### src/sv/rpvr_pkg.sv
// Shared types and constants of the ramped PI voltage regulator.
// No dependencies; imported by the core, the gain unit, the checker and the testbench.
`default_nettype none

package rpvr_pkg;

    localparam int OUT_MAX      = 65536000;
    localparam int SYNC_START   = 200;
    localparam int SYNC_PERIOD  = 70;
    localparam int SYNC_TOGGLES = 5;

    localparam int IN_DATA_W  = 40;
    localparam int OUT_DATA_W = 72;
    localparam int CFG_W      = 31;
    localparam int CFG_IDX_W  = 3;
    localparam int GM_MAG_W   = 38;

    typedef enum logic [CFG_IDX_W-1:0] {
        CFG_SETPOINT,
        CFG_RAMP_STEP,
        CFG_PULSE_POINTS,
        CFG_PROP_GAIN,
        CFG_INTEGRAL_GAIN,
        CFG_ALLOWED_ERROR,
        CFG_FAULT_LIMIT,
        CFG_INTEGRAL_LIMIT
    } t_cfg_idx;

    // stage advance enables for the gain unit
    typedef struct packed {
        logic en1;
        logic en2;
        logic en3;
    } t_gm_ctl;

endpackage

`default_nettype wire

### src/sv/rpvr_gain_mul.sv
// Three-stage gain unit: magnitude of trunc(err * gain / 1000) and its sign.
// Division by 1000 by a split reciprocal multiply. Depends on rpvr_pkg.
`default_nettype none

module rpvr_gain_mul (
    input  wire logic                          i_clk,
    input  wire rpvr_pkg::t_gm_ctl             i_ctl,
    input  wire logic signed [31:0]            i_err,
    input  wire logic        [15:0]            i_gain,
    output logic             [rpvr_pkg::GM_MAG_W-1:0] o_mag,
    output logic                               o_neg
);
    import rpvr_pkg::*;

    // ceil(2^57 / 1000): exact floor(n / 1000) for n < 2^47
    localparam logic [47:0] RECIP = 48'(((64'd1 << 57) + 64'd999) / 64'd1000);

    logic [31:0] err_abs;
    logic [47:0] r_prod;
    logic        r_neg1, r_neg2, r_neg3;
    logic [46:0] r_pp11, r_pp10;
    logic [47:0] r_pp01, r_pp00;
    logic [95:0] n_sum;
    logic [GM_MAG_W-1:0] r_mag;

    assign err_abs = i_err[31] ? (~i_err + 32'd1) : i_err;

    always_comb begin
        n_sum = (96'(r_pp11) << 48) + (96'(r_pp10) << 24) + (96'(r_pp01) << 24)
              + 96'(r_pp00);
    end

    always_ff @(posedge i_clk) begin
        if (i_ctl.en1) begin
            r_prod <= err_abs * i_gain;
            r_neg1 <= i_err[31];
        end
        if (i_ctl.en2) begin
            r_pp11 <= r_prod[46:24] * RECIP[47:24];
            r_pp10 <= r_prod[46:24] * RECIP[23:0];
            r_pp01 <= r_prod[23:0] * RECIP[47:24];
            r_pp00 <= r_prod[23:0] * RECIP[23:0];
            r_neg2 <= r_neg1;
        end
        if (i_ctl.en3) begin
            r_mag  <= n_sum[94:57];
            r_neg3 <= r_neg2;
        end
    end

    assign o_mag = r_mag;
    assign o_neg = r_neg3;

endmodule

`default_nettype wire

### config.mk
export PLATFORM = sky130hd
export DESIGN_NAME = rpvr_gain_mul
export DESIGN_NICKNAME = d
export VERILOG_FILES = /design/src/sv/rpvr_pkg.sv /design/src/sv/rpvr_gain_mul.sv
export SDC_FILE = /design/constraint.sdc
export NUM_CORES = 2
export LEC_CHECK = 0
export BUFFER_PORTS_ARGS = -buffer_cell sky130_fd_sc_hd__buf_2
export CELL_PAD_IN_SITES_DETAIL_PLACEMENT = 1
export CELL_PAD_IN_SITES_GLOBAL_PLACEMENT = 1
export CORE_ASPECT_RATIO = 1.75
export CORE_MARGIN = 2
export CORE_UTILIZATION = 40
export CTS_CLUSTER_DIAMETER = 80
export DETAILED_ROUTE_END_ITERATION = 8
export PLACE_DENSITY_LB_ADDON = 0.1
export SYNTH_ARGS = -nofsm -noshare
export SYNTH_HDL_FRONTEND = slang
export SYNTH_SLANG_ARGS = --single-unit
export TNS_END_PERCENT = 1
### constraint.sdc
create_clock -name i_clk -period 7.3 [get_ports i_clk]
set_input_delay 0 -clock i_clk [delete_from_list [all_inputs] [get_ports i_clk]]
set_output_delay 0 -clock i_clk [all_outputs]
set_load 0.02 [all_outputs]
# ---- Word level (Yosys, flattened, before mapping)
# Index checks and enable logic that the tools add are counted.
dict set report word_totals {
  out_inout_bits 39
  inputBits 52
  regBits 268
  wordCells 20
}
dict set report classes {
  bitwise_logic 1
  mul 5
  add_sub_neg 4
  n_mux 1
}
# op n
set op_table {}
lappend op_table {{$add A95 B48 Y95} 1}
lappend op_table {{$add A95 B71 Y95} 1}
lappend op_table {{$add A95 B72 Y95} 1}
lappend op_table {{$mul A24 B23 Y47 const B} 1}
lappend op_table {{$mul A32 B16 Y47} 1}
lappend op_table {{$mul A23 B23 Y46 const B} 1}
lappend op_table {{$mul A24 B20 Y44 const B} 1}
lappend op_table {{$mul A23 B20 Y43 const B} 1}
lappend op_table {{$add A32 B1 Y32 const B} 1}
lappend op_table {{$mux W32} 1}
lappend op_table {{$not A32 Y32} 1}

# ---- Logic depth before layout (Yosys ltp)
dict set report logic_depth {
  depth_word 4
  depth_mapped 33
  mapped_depth_nobuf 30
}

# ---- Least setup slack after synthesis
# Ideal clock, no wire load.
dict set report synth_timing {
  path_kind {input -> register}
  start {input port i_err[6]}
  end {register r_prod[44], data pin}
  arrival_ps 7473
  setup_slack_ps -433
  setup_time_ps 260
  n_path_buf 1
  cell_stages 30
  cell_sequence {or4_4 nor4_4 nand2b_1 or3_1 or3_1 or3_4 o21ai_2 xnor2_1 buf_6 nand2_1 fa_1 fa_1 fa_1 inv_1 fa_1 fa_1 inv_1 fa_1 inv_1 ha_1 a21o_1 a21o_1 a21oi_1 o21ai_0 a21o_1 a221o_1 a31oi_1 nor3_1 o221ai_1 xnor2_1}
}
dict set report synth_between {
  elab_chain_cells 4
}
# element line
set synth_lines {}
lappend synth_lines {{start, declared} rpvr_gain_mul.sv:8} ;# input wire logic signed [31:0] i_err,
lappend synth_lines {{$not A32 Y32} rpvr_gain_mul.sv:26} ;# assign err_abs = i_err[31] ? (~i_err + 32'd1) : i_err;
lappend synth_lines {{$add A32 B1 Y32} rpvr_gain_mul.sv:26}
lappend synth_lines {{$mux W32 *} rpvr_gain_mul.sv:26}
lappend synth_lines {{$mul A32 B16 Y47 *} rpvr_gain_mul.sv:35} ;# r_prod <= err_abs * i_gain;
lappend synth_lines {{end signal, assigned} rpvr_gain_mul.sv:35}
lappend synth_lines {{end, declared} rpvr_gain_mul.sv:19} ;# logic [47:0] r_prod;
# Mark *: on every way between the ends. The rest lies on a longest branch, timed or not.
# A chain may end at the register's enable or synchronous reset.

# ---- Worst setup path after layout
dict set report layout_timing {
  start {input port i_err[6]}
  end {register r_prod[40], data pin}
}
# Same word-level chain as after synthesis.

==> reports/results.ini <==
[outcome]
outcome = finished, violations left
violations = setup timing

[grt]
grt_pass1_wl_um = 304800
track_usage = 0.2675
grt_pass1_vias = 51058
antenna_found_initial = 2
overflow = 0
grt_max_degree = 64

[detailed_routing]
drt-total-wl_um = 201500
drc = 0
drt_iter0_markers = 1286
wl_per_cell_um = 23.28
ant_nets = 0
via_per_inst = 5.074
firstDrtPassIters = 4
vias = 43907

[clocking]
ctsHtreeMaxLevel = 1
cts.sinks = 246
cts_made_buffers = 30
tritoncts = done
clkTransAtPathRegs_ns = 0.06
clk_path_buf_depth = 3
cts_root_buf = clkbuf_16
clk-insertion-delay-late_ns = 0.67

[sta]
fin_crit_sh = 1.025
hold_viol = 0
skew_ns = 0.03092
fin_crit_ns = 7.481
setup_violations = 12
finalMaxSlewViolations = 0
fin_ws_ns = -0.1808
tightest_slew_ns = 1.038
fmax_mhz = 133.7
rsz0062_at_grt = yes
finalHoldWorstSlack_ns = 0.01389
slew_headroom = 0.3082

[run]
drv_cap = 0

[cells_and_area]
final_common_cell = inv_1
final_cell_mix = 1528 x inv_1, 1107 x fa_1, 1024 x ha_1
nFillCells = 16855
syn_to_final_growth_pct = 15.64
multi_input_area_sq_um = 46780
nets = 8825
seqCellArea_sq_um = 7387
layout-drive-gt1-share = 0.1361

[placed_design]
port_buffers = 90
dp_hpwl_um = 182000
gp_congestion = 0.9401

[synthesis]
yosys_most_used_dff = edfxtp_1
ys_warn_count = 0
syn_nets = 8123
synth-seq-cells = 246
synth_area_sq_um = 60020
async_reset_ff_frac = 0
yosysTopAreaCell = fa_1
ys_seq_area_frac = 0.1231
syn_inst = 5932
synth_edf_count = 246
synthTopCellsByArea = fa_1 37%, ha_1 21%, edfxtp_1 12%, inv_1 9.6%, nand2_1 2.6%
synth_cell_types = 73
avgSynthCellArea_sq_um = 10.12
synth_top_area_frac = 0.3706

[setup_path]
path_class = input pin to register
r2r_slack_ns = -0.12
crit_arrival_ns = 7.87
reg2reg_depth = 24
worstSetupStartpointType = input pin
required_ns = 7.69
crit_fanout = 6
cpMostUsedCell = fa_1
end_kind = register
max_stage_delay_ns = 0.56
worst_path_max_delay_cell = fa_1

[floorplanning]
coreArea_sq_um = 149400
dieWidth_um = 296.8
die_y_um = 516.4
dieArea_sq_um = 153300
std_cell_rows = 188
start_util = 0.4018
io_pins = 91

[hold_path]
hp-class = input pin to register
worstHoldPathCells = 2

cell usage after synthesis (24+ instances only):
| cell | instances |
|---|---|
| and3_1 | 27 |
| ha_1 | 1028 |
| and2_1 | 218 |
| o21ai_0 | 113 |
| nand3_1 | 54 |
| clkbuf_1 | 101 |
| nand4_1 | 24 |
| a211oi_1 | 25 |
| o21bai_1 | 29 |
| nand2_1 | 419 |
| edfxtp_1 | 246 |
| nor2_1 | 123 |
| inv_1 | 1529 |
| a21o_1 | 136 |
| xnor2_1 | 174 |
| nor3_1 | 33 |
| xor2_1 | 59 |
| fa_1 | 1111 |
| a21oi_1 | 203 |
logic make-up (layout without fill, tap and decap cells):
family | count (synthesis) | in the layout | share of synthesized area
compound gates | 677 | 677 | 0.07369
other cells | 0 | 1 | 0
fa+ha+maj | 2139 | 2139 | 0.5849
buf+inv | 1634 | 2359 | 0.1027
xor+xnor | 233 | 233 | 0.03400
flops | 246 | 246 | 0.1231
simple gates | 1003 | 1003 | 0.08168
worst paths after layout:
check | start | to
setup / recovery | i_err[6] | r_prod[40]
hold / removal | i_ctl[2] | r_neg1
setup reg to reg | r_prod[39] | r_pp10[46]
hold reg to reg | r_neg2 | o_neg
worst max-delay path: cells and delay by family:
kind | cells | cell delay [ns]
fa+ha+maj | 7 | 3.26
simple gates | 7 | 2.03
compound gates | 9 | 1.62
buf+inv | 6 | 0.59
xor+xnor | 2 | 0.35
metrics by stage:
| stage | cell area (sq um) | setup WS, ns | utilization | TNS [ns] | instances |
|---|---|---|---|---|---|
| after floorplan | 60070 | -0.2360 | - | -1.699 | 5932 |
| after CTS | 69330 | -0.1453 | 0.4641 | -1.020 | 8651 |
| after detailed placement | 68020 | -0.9848 | 0.4554 | -18.12 | 8593 |
| after global routing | 69410 | -0.4207 | 0.4647 | -8.419 | 8652 |
| after global placement | 68020 | -0.9728 | 0.4554 | -15.56 | 8593 |
| final | 69410 | -0.1808 | 0.4647 | -0.8237 | 8653 |
sequential cells by signal, indices dropped and copies added, names as in the netlist:
register	count
r_prod	47
r_pp01	46
r_pp11	45
r_pp10	43
o_mag	38
r_pp00	24
o_neg	1
r_neg1	1
r_neg2	1
what timing repair did:
item / 4_1_cts / 5_1_grt
gates resized for setup: 41 / 19
gates cloned: 0 / 0
hold endpoints to repair: 63 / 0
setup buffers: 1 / 1
pin swaps: 10 / 3
hold buffers: 2 / 0
setup endpoints to repair: 33 / 46
per-layer routing:
metal	up-vias	track usage	wire [um]
li1	20084	-	-
met1	22763	0.2475	63620
met2	633	0.5434	116600
met3	423	0.01421	3115
met4	4	0.1976	18080
met5	-	0	27
area by class of cell:
class | count | share of cell area
antenna | 1 | 0.00003605
clock buffer | 31 | 0.01087
clock inverter | 24 | 0.004831
inverter | 1529 | 0.08269
multi-input combinational | 4052 | 0.6740
sequential | 246 | 0.1064
tap | 1995 | 0.03596
timing repair buffer | 775 | 0.08518
Power is not shown: default switching activity piles up to over one toggle a cycle in this logic, so the estimate is an artifact.
